$ cat config.mk
export PLATFORM = sky130hd
export DESIGN_NAME = frac_n_pll_divider_calc_unit
export DESIGN_NICKNAME = d
export VERILOG_FILES = /design/src/rtl/core/fnpll_pkg.sv /design/src/rtl/core/frac_n_pll_divider_calc_unit.sv /design/src/rtl/core/fnpll_ndiv.sv
export SDC_FILE = /design/constraint.sdc
export NUM_CORES = 1
export LEC_CHECK = 0
export BUFFER_PORTS_ARGS = -buffer_cell sky130_fd_sc_hd__buf_4
export CAP_MARGIN = 5
export CORE_MARGIN = 3
export CORE_UTILIZATION = 60
export CTS_CLUSTER_DIAMETER = 100
export DETAILED_ROUTE_END_ITERATION = 10
export PLACE_DENSITY = 0.78
export SKIP_CTS_REPAIR_TIMING = 1
export SYNTH_ARGS = -nofsm -noshare
export SYNTH_HDL_FRONTEND = slang
export SYNTH_HIERARCHICAL = 1
export SYNTH_SLANG_ARGS = --single-unit
export TNS_END_PERCENT = 100
$ cat constraint.sdc
create_clock -name i_clk -period 8.3 [get_ports i_clk]
set_clock_uncertainty 0.1 [all_clocks]
set_input_delay 0.83 -clock i_clk [delete_from_list [all_inputs] [get_ports i_clk]]
set_output_delay 0.83 -clock i_clk [all_outputs]
set_load 0.03 [all_outputs]
$ cat src/rtl/core/fnpll_pkg.sv
`timescale 1ns / 1ps

package fnpll_pkg;

    localparam int unsigned FREQ_W    = 23;
    localparam int unsigned VCO_W     = 23;
    localparam int unsigned CHDIV_W   = 3;
    localparam int unsigned INT_N_W   = 7;
    localparam int unsigned FRAC_W    = 20;
    localparam int unsigned WORD_W    = 16;

    localparam int unsigned REF_KHZ_DEF = 122880;

    // band edges in kHz, lower bounds inclusive
    localparam logic [FREQ_W-1:0] F_DIV6_LO = 23'd700000;
    localparam logic [FREQ_W-1:0] F_DIV4_LO = 23'd887500;
    localparam logic [FREQ_W-1:0] F_DIV3_LO = 23'd1183334;
    localparam logic [FREQ_W-1:0] F_DIV2_LO = 23'd1775000;
    localparam logic [FREQ_W-1:0] F_DIV1_LO = 23'd3550000;
    localparam logic [FREQ_W-1:0] F_MAX     = 23'd4500000;

    localparam logic [FRAC_W-1:0] FRAC_SCALE = 20'd1000000;

    localparam logic [WORD_W-1:0] BUF_WORD_DIV64 = 16'h0421;
    localparam logic [WORD_W-1:0] BUF_WORD_DIV32 = 16'h0411;
    localparam logic [WORD_W-1:0] BUF_WORD_DIV1  = 16'h0011;
    localparam logic [WORD_W-1:0] MUX_WORD_DEF   = 16'h00CF;
    localparam logic [WORD_W-1:0] MUX_WORD_DIV1  = 16'h08CF;
    localparam logic [WORD_W-1:0] VCO_WORD_DEF   = 16'h0601;
    localparam logic [WORD_W-1:0] VCO_WORD_DIV1  = 16'h0401;

    // per-band settings that ride alongside the divider arithmetic
    typedef struct packed {
        logic               valid;
        logic [CHDIV_W-1:0] chan_div;
        logic               seg1_on;
        logic               seg2_enable;
        logic               seg2_on;
        logic [WORD_W-1:0]  buf_div_word;
        logic [WORD_W-1:0]  mux_word;
        logic [WORD_W-1:0]  vco_buf_word;
    } t_band;

endpackage

$ cat src/rtl/core/frac_n_pll_divider_calc_unit.sv
`timescale 1ns / 1ps

// Fractional-N PLL divider calculator. Give a frequency in kHz on i_req_freq with
// start high; while busy is low the beat is taken and the result appears on the
// o_ ports with o_done high for one cycle once it has passed the pipeline. A new
// frequency may be started every cycle; the eight-stage pipeline (band decode,
// VCO multiply, reciprocal estimate and correction of N, then of the fraction)
// sets the latency. busy is high only during reset. The receiver cannot stall, so
// o_done must be captured when it is high. Out-of-band requests give
// o_valid_res low, zero dividers and flags, and the default register words.
module frac_n_pll_divider_calc_unit #(
    parameter int unsigned REF_KHZ = fnpll_pkg::REF_KHZ_DEF
) (
    input  logic                            i_clk,
    input  logic                            i_rst_n,
    input  logic                            start,
    output logic                            busy,
    input  logic [fnpll_pkg::FREQ_W-1:0]    i_req_freq,
    output logic                            o_done,
    output logic                            o_valid_res,
    output logic [fnpll_pkg::CHDIV_W-1:0]   o_chan_div,
    output logic [fnpll_pkg::INT_N_W-1:0]   o_int_n,
    output logic [fnpll_pkg::FRAC_W-1:0]    o_frac_num,
    output logic                            o_seg1_on,
    output logic                            o_seg2_enable,
    output logic                            o_seg2_on,
    output logic [fnpll_pkg::WORD_W-1:0]    o_buf_div_word,
    output logic [fnpll_pkg::WORD_W-1:0]    o_mux_word,
    output logic [fnpll_pkg::WORD_W-1:0]    o_vco_buf_word
);
    import fnpll_pkg::*;

    logic               r_a_vld;
    logic [FREQ_W-1:0]  r_a_freq;
    t_band              r_a_band;
    t_band              n_band;
    t_band              w_out_band;

    assign busy = !i_rst_n;

    always_comb begin
        n_band              = '0;
        n_band.buf_div_word = BUF_WORD_DIV64;
        n_band.mux_word     = MUX_WORD_DEF;
        n_band.vco_buf_word = VCO_WORD_DEF;
        if (i_req_freq >= F_DIV6_LO && i_req_freq < F_DIV4_LO) begin
            n_band.valid       = 1'b1;
            n_band.chan_div    = 3'd6;
            n_band.seg1_on     = 1'b1;
            n_band.seg2_enable = 1'b1;
            n_band.seg2_on     = 1'b1;
        end else if (i_req_freq >= F_DIV4_LO && i_req_freq < F_DIV3_LO) begin
            n_band.valid       = 1'b1;
            n_band.chan_div    = 3'd4;
            n_band.seg2_enable = 1'b1;
            n_band.seg2_on     = 1'b1;
        end else if (i_req_freq >= F_DIV3_LO && i_req_freq < F_DIV2_LO) begin
            n_band.valid        = 1'b1;
            n_band.chan_div     = 3'd3;
            n_band.seg1_on      = 1'b1;
            n_band.buf_div_word = BUF_WORD_DIV32;
        end else if (i_req_freq >= F_DIV2_LO && i_req_freq < F_DIV1_LO) begin
            n_band.valid        = 1'b1;
            n_band.chan_div     = 3'd2;
            n_band.buf_div_word = BUF_WORD_DIV32;
        end else if (i_req_freq >= F_DIV1_LO && i_req_freq <= F_MAX) begin
            n_band.valid        = 1'b1;
            n_band.chan_div     = 3'd1;
            n_band.buf_div_word = BUF_WORD_DIV1;
            n_band.mux_word     = MUX_WORD_DIV1;
            n_band.vco_buf_word = VCO_WORD_DIV1;
        end
    end

    always_ff @(posedge i_clk) begin
        if (!i_rst_n) begin
            r_a_vld <= 1'b0;
        end else begin
            r_a_vld <= start && !busy;
        end
        r_a_freq <= i_req_freq;
        r_a_band <= n_band;
    end

    fnpll_ndiv #(
        .REF_KHZ    (REF_KHZ)
    ) u_ndiv (
        .i_clk      (i_clk),
        .i_rst_n    (i_rst_n),
        .i_vld      (r_a_vld),
        .i_freq     (r_a_freq),
        .i_band     (r_a_band),
        .o_vld      (o_done),
        .o_band     (w_out_band),
        .o_int_n    (o_int_n),
        .o_frac_num (o_frac_num)
    );

    assign o_valid_res    = w_out_band.valid;
    assign o_chan_div     = w_out_band.chan_div;
    assign o_seg1_on      = w_out_band.seg1_on;
    assign o_seg2_enable  = w_out_band.seg2_enable;
    assign o_seg2_on      = w_out_band.seg2_on;
    assign o_buf_div_word = w_out_band.buf_div_word;
    assign o_mux_word     = w_out_band.mux_word;
    assign o_vco_buf_word = w_out_band.vco_buf_word;

`ifndef SYNTHESIS
    a_beat_latency: assert property (@(posedge i_clk) disable iff (!i_rst_n)
        (start && !busy) |-> ##8 o_done)
        else $error("accepted beat gave no result after eight cycles");

    a_no_spurious: assert property (@(posedge i_clk) disable iff (!i_rst_n)
        o_done |-> $past(start && !busy, 8))
        else $error("result without an accepted beat");

    a_valid_div: assert property (@(posedge i_clk) disable iff (!i_rst_n)
        o_done |-> (o_valid_res == (o_chan_div != '0)))
        else $error("valid flag and channel divider disagree");

    a_frac_range: assert property (@(posedge i_clk) disable iff (!i_rst_n)
        (o_done && o_valid_res) |-> (o_frac_num != '0 && o_frac_num <= FRAC_SCALE))
        else $error("fraction numerator out of range");

    a_invalid_zero: assert property (@(posedge i_clk) disable iff (!i_rst_n)
        (o_done && !o_valid_res) |-> (o_int_n == '0 && o_frac_num == '0))
        else $error("out-of-band result carries a divider");
`endif

endmodule

$ cat src/rtl/core/fnpll_ndiv.sv
`timescale 1ns / 1ps

module fnpll_ndiv #(
    parameter int unsigned REF_KHZ = fnpll_pkg::REF_KHZ_DEF
) (
    input  logic                             i_clk,
    input  logic                             i_rst_n,
    input  logic                             i_vld,
    input  logic [fnpll_pkg::FREQ_W-1:0]     i_freq,
    input  fnpll_pkg::t_band                 i_band,
    output logic                             o_vld,
    output fnpll_pkg::t_band                 o_band,
    output logic [fnpll_pkg::INT_N_W-1:0]    o_int_n,
    output logic [fnpll_pkg::FRAC_W-1:0]     o_frac_num
);
    import fnpll_pkg::*;

    localparam int unsigned REF_W  = $clog2(REF_KHZ + 1);
    localparam int unsigned R2_W   = REF_W + 1;
    localparam longint unsigned VCO_MAX = (64'd1 << VCO_W) - 64'd1;
    localparam int unsigned Q_W    = $clog2(VCO_MAX / REF_KHZ + 1);
    localparam int unsigned QX_W   = (Q_W > INT_N_W) ? Q_W : INT_N_W;
    localparam logic [REF_W-1:0] REF_V = REF_W'(REF_KHZ);

    // N estimate: floor(vco * floor(2^K1/ref) / 2^K1) is exact or one low
    localparam int unsigned K1     = VCO_W + 1;
    localparam longint unsigned M1 = (64'd1 << K1) / REF_KHZ;
    localparam int unsigned M1_W   = $clog2(M1 + 1);
    localparam logic [M1_W-1:0] M1_V = M1_W'(M1);

    // fraction estimate: rem * floor(1e6 * 2^K2 / ref) / 2^K2, also at most one low
    localparam int unsigned K2     = REF_W;
    localparam longint unsigned C2 = (64'd1000000 << K2) / REF_KHZ;
    localparam int unsigned C2_W   = $clog2(C2 + 1);
    localparam logic [C2_W-1:0] C2_V = C2_W'(C2);
    localparam int unsigned X_W    = REF_W + FRAC_W;

    logic [6:0]             r_vld;
    t_band                  r_band [1:7];

    logic [VCO_W-1:0]       r1_vco;
    logic [VCO_W-1:0]       r2_vco;
    logic [Q_W-1:0]         r2_qe;
    logic [Q_W-1:0]         r3_qe;
    logic [R2_W-1:0]        r3_rem;
    logic [Q_W-1:0]         r4_q;
    logic [REF_W-1:0]       r4_rem;
    logic [Q_W-1:0]         r5_q;
    logic [FRAC_W-1:0]      r5_p;
    logic [X_W-1:0]         r5_x;
    logic [Q_W-1:0]         r6_q;
    logic [FRAC_W-1:0]      r6_p;
    logic [R2_W-1:0]        r6_r2;
    logic [INT_N_W-1:0]     r7_int_n;
    logic [FRAC_W-1:0]      r7_frac;

    logic [VCO_W+CHDIV_W-1:0] w_vco_full;
    logic [VCO_W+M1_W-1:0]    w_prod1;
    logic [VCO_W+M1_W-1:0]    w_sh1;
    logic [Q_W+REF_W-1:0]     w_qref;
    logic                     w_ge1;
    logic [REF_W+C2_W-1:0]    w_prod2;
    logic [REF_W+C2_W-1:0]    w_sh2;
    logic [X_W-1:0]           w_x;
    logic [X_W-1:0]           w_pref;
    logic                     w_ge2;
    logic [QX_W-1:0]          w_q_ext;
    logic [FRAC_W-1:0]        n_frac;

    assign w_vco_full = i_freq * i_band.chan_div;
    assign w_prod1    = r1_vco * M1_V;
    assign w_sh1      = w_prod1 >> K1;
    assign w_qref     = r2_qe * REF_V;
    assign w_ge1      = (r3_rem >= R2_W'(REF_V));
    assign w_prod2    = r4_rem * C2_V;
    assign w_sh2      = w_prod2 >> K2;
    assign w_x        = r4_rem * FRAC_SCALE;
    assign w_pref     = r5_p * REF_V;
    assign w_ge2      = (r6_r2 >= R2_W'(REF_V));
    assign w_q_ext    = QX_W'(r6_q);
    assign n_frac     = r6_p + FRAC_W'(w_ge2) + FRAC_W'(1);

    always_ff @(posedge i_clk) begin
        if (!i_rst_n) begin
            r_vld <= '0;
        end else begin
            r_vld <= {r_vld[5:0], i_vld};
        end

        r_band[1] <= i_band;
        for (int i = 2; i <= 7; i++) begin
            r_band[i] <= r_band[i-1];
        end

        // stage 1: VCO frequency (fits VCO_W in every band)
        r1_vco <= VCO_W'(w_vco_full);

        // stage 2: integer divider estimate
        r2_vco <= r1_vco;
        r2_qe  <= Q_W'(w_sh1);

        // stage 3: remainder against estimate, below twice the reference
        r3_qe  <= r2_qe;
        r3_rem <= R2_W'(r2_vco - VCO_W'(w_qref));

        // stage 4: one correction step
        r4_q   <= r3_qe + Q_W'(w_ge1);
        r4_rem <= w_ge1 ? REF_W'(r3_rem - R2_W'(REF_V)) : REF_W'(r3_rem);

        // stage 5: fraction estimate and scaled remainder
        r5_q <= r4_q;
        r5_p <= FRAC_W'(w_sh2);
        r5_x <= w_x;

        // stage 6: fraction remainder check
        r6_q  <= r5_q;
        r6_p  <= r5_p;
        r6_r2 <= R2_W'(r5_x - w_pref);

        // stage 7: result, zeroed outside the bands
        r7_int_n <= r_band[6].valid ? w_q_ext[INT_N_W-1:0] : '0;
        r7_frac  <= r_band[6].valid ? n_frac : '0;
    end

    assign o_vld      = r_vld[6];
    assign o_band     = r_band[7];
    assign o_int_n    = r7_int_n;
    assign o_frac_num = r7_frac;

endmodule
==> run metrics <==
run status finished, final reports clean; count of maximum capacitance violations 0; dominant register cell in the synthesized netlist dfxtp_1; DRC violation count after routing 0; global-route layer with the greatest usage met2; CTS sink cnt a little over 600; launch instance of the worst register-to-register path u_ndiv/r4_rem[3]; number of vias per cell after detailed routing around 4.7; final global-route overflow total 0; max incr delay on CP between 0.6 and 0.7 ns; vias in the first global route approximately 12000; # port buffers ~110; Ant. Diodes 0; depth of the critical timing path with buffers and inverters included 18; Reg2Reg Capture Point u_ndiv/r5_p[19]; endpoint arrival time on the critical path 6.21 ns; type of the most critical hold path flop to flop; Inserted Clock Buffers between 50 and 60; buffers and inverters on the worst path 2; minimum setup slack among reg-to-reg paths ~2.5 ns; share of the yosys chip area belonging to registers 55.9%; sort of element at the start of the critical path flop; antenna-violating nets left 0; routed wire length per instance 13.6 microns; final worst-path cycle share 70.3%; global routing met3 resource utilization roughly 2.7%; cell at the root of the clock tree clkbuf_16; type of the worst setup path flop to flop; setup repair after global routing missed its margin false; area leader, netlist dfxtp_1; area growth from synthesis to layout 13.4%; DPL Wire Length about 24000 microns; worst-path fanout max 10; type of destination of the critical path flop; most repeated library cell on the critical path fa_1; clock tree from TritonCTS built; Max Freq around 170 MHz; row cnt 69; ranking of synthesized cells by area dfxtp_1 (56%), ha_1 (13%), fa_1 (8.9%), inv_1 (3.7%), xnor2_1 (2.7%); GR met2 Demand/Resource roughly a third; area of the mapped netlist approximately 22000 sq um; Placeable Area roughly 36000 sq um; Post-Syn Instances 1770; count of synthesis-stage warnings from yosys 6; data required time of the worst path 8.67 ns; share of flip-flops with an asynchronous set or reset after synthesis 0%; number of optimization iterations in the first detailed-route pass 4; flops & latches, synth approximately 600; clock tree buffer depth 3; Post-synth EDFFs 0; Slew headroom between 40% and 50%; worst slew pin tran 0.767 ns; R2R cell count 18; # IOs between 100 and 150; maximum level of the CTS H-tree 2; pin count of the biggest net entering global routing 29; iteration-0 DRC count of the detailed router around 370; cell breakdown of the critical path ha_1 > fa_1 > inv_1 > fa_1 > fa_1 > inv_1 > fa_1 > fa_1 > ha_1 > o21ai_1 > a211o_1 > o221ai_2 > a21oi_4 > nor4_4 > o21ai_2 > a21oi_2 > o31ai_1 > xnor2_1; final worst path period need slightly below 6 ns; aggregate negative setup slack 0 ns; Mapped Avg Cell Area around 12 sq um; clock transition at the registers of the reported paths 0.06 ns; cell family with the largest share of critical-path delay adder cells; global-route wire length before repair ~54000 microns; number of different library cells in the post-synthesis netlist between 80 and 90; cell with the largest stage delay on the worst path dfxtp_1; sum of routed wire length over all layers 32800 microns; most common cell in the netlist dfxtp_1; final number of hold-violating endpoints 0; weighted congestion at the end of routability-driven global placement about 0.90; Final #Nets around 2300; proportion of layout cells with a drive suffix above 1 a little under an eighth; top cell type's share of synthesized area 55.9%; Die Footprint between 30000 and 40000 sq um; global-route usage over all layers roughly 17%; worst skew pair latency 0.59 ns; Critical path origin u_ndiv/r4_rem[3]; met1 layer usage reported by global route roughly a fifth; antenna violations before repair 0; y dimension of the die 197 microns; width of the die 197 microns; number of fillers in the final layout around 2500; starting density of the core roughly 60%; most frequent cells after synthesis dfxtp_1 (614), ha_1 (236), inv_1 (216); number of pins with negative max-slew slack in the final report 0; vias about 11000; Final setup violation count 0; critical path capture point u_ndiv/r5_p[19]
## area by class of cell
| class | count | area, sq um | share of cell area (%) |
|---|---|---|---|
| clock buffer | 82 | 1660 | 6.65 |
| clock inverter | 20 | 245 | 0.984 |
| inverter | 218 | 818 | 3.28 |
| multi-input combinational | 908 | 8510 | 34.2 |
| sequential | 614 | 12300 | 49.3 |
| tap | 461 | 577 | 2.31 |
| timing repair buffer | 109 | 818 | 3.28 |
## state kept, by name, summed over array words and instances (netlist names), 10 cells and up
name               count
u_ndiv/r_band        385
r_a_freq              23
u_ndiv/r1_vco         23
u_ndiv/o_frac_num     20
u_ndiv/r5_p           20
u_ndiv/r6_p           20
u_ndiv/r2_vco         18
u_ndiv/r3_rem         18
u_ndiv/r4_rem         17
r_a_band              10
## per-layer routing
layer  routed length [microns]  part of all wire (%)
met1                     14400                    44
met2                     16600                    51
met3                      1120                   3.4
met4                       682                   2.1
met5                         0                     0
## kinds of logic after synthesis
| group | Yosys count | synth area share, % |
|---|---|---|
| fa+ha+maj | 334 | 22.4 |
| simple gates | 265 | 6.18 |
| compound gates | 174 | 5.78 |
| buf+inv | 289 | 6.06 |
| xor+xnor | 91 | 3.63 |
| other cells | 2 | 0.0342 |
| flops | 614 | 55.9 |
| mux | 1 | 0.0512 |
## worst reg2reg max path: cells and delay by family (launching register included)
family | cells | cell delay, ns
AND/OR/NAND/NOR | 1 | 0.38
buffers and inverters | 2 | 0.11
XOR/XNOR | 1 | 0.14
AO/OA/AOI/OAI | 7 | 1.26
adder cells (fa/ha/maj) | 7 | 3.12
flip-flops | 1 | 0.62
## through the flow
step	cell area (sq um)	instances	util (%)	hold slack, ns	setup slack, ns
global placement	23000	2310	64.2	0.210	2.59
CTS	24900	2412	69.6	0.217	2.45
global route	24900	2412	69.6	0.226	2.22
finish	24900	2412	69.6	0.212	2.47
detailed placement	23000	2310	64.2	0.212	2.48
floorplan	22100	1811	-	0.210	3.06
## cell usage in the layout, fill, tap and decap left out, drive strengths merged, types with 3 or more instances in the layout
| cell type | Yosys | routed |
|---|---|---|
| a31oi | 4 | 4 |
| nand4 | 8 | 8 |
| a21boi | 11 | 11 |
| conb | 2 | 43 |
| clkbuf | 11 | 82 |
| nand2 | 102 | 102 |
| a41oi | 4 | 4 |
| or3 | 8 | 8 |
| o21ai | 33 | 33 |
| xor2 | 22 | 22 |
| nor4 | 3 | 3 |
| fa | 98 | 98 |
| nor2 | 32 | 32 |
| a211o | 5 | 5 |
| nor3 | 10 | 10 |
| a211oi | 10 | 10 |
| inv | 218 | 221 |
| a21oi | 37 | 37 |
| or2 | 6 | 6 |
| clkinv | 0 | 12 |
| and2 | 33 | 33 |
| or4 | 4 | 4 |
| a221oi | 3 | 3 |
| ha | 236 | 236 |
| buf | 60 | 109 |
| and3 | 11 | 11 |
| xnor2 | 69 | 69 |
| o21bai | 4 | 4 |
| o21a | 7 | 7 |
| a21o | 29 | 29 |
| nor2b | 11 | 11 |
| bufinv | 0 | 3 |
| nand2b | 7 | 7 |
| o31ai | 4 | 4 |
| dfxtp | 614 | 614 |
| nand3 | 20 | 20 |
## worst min path at each step
stage                     startpoint                     to  slack, ns  depth (start not counted)
2_1_floorplan        u_ndiv/r2_qe[5]        u_ndiv/r3_qe[5]       0.21                          0
5_1_grt        u_ndiv/r_band[0][170]  u_ndiv/r_band[0][225]       0.23                          0
6_report       u_ndiv/r_band[0][217]  u_ndiv/r_band[0][272]       0.21                          0
3_3_place_gp   u_ndiv/r_band[0][111]  u_ndiv/r_band[0][166]       0.21                          0
3_5_place_dp        u_ndiv/r2_vco[8]       u_ndiv/r3_rem[8]       0.21                          0
4_1_cts        u_ndiv/r_band[0][217]  u_ndiv/r_band[0][272]       0.22                          0
Power is not shown: default switching activity piles up to over one toggle a cycle in this logic, so the estimate is an artifact.
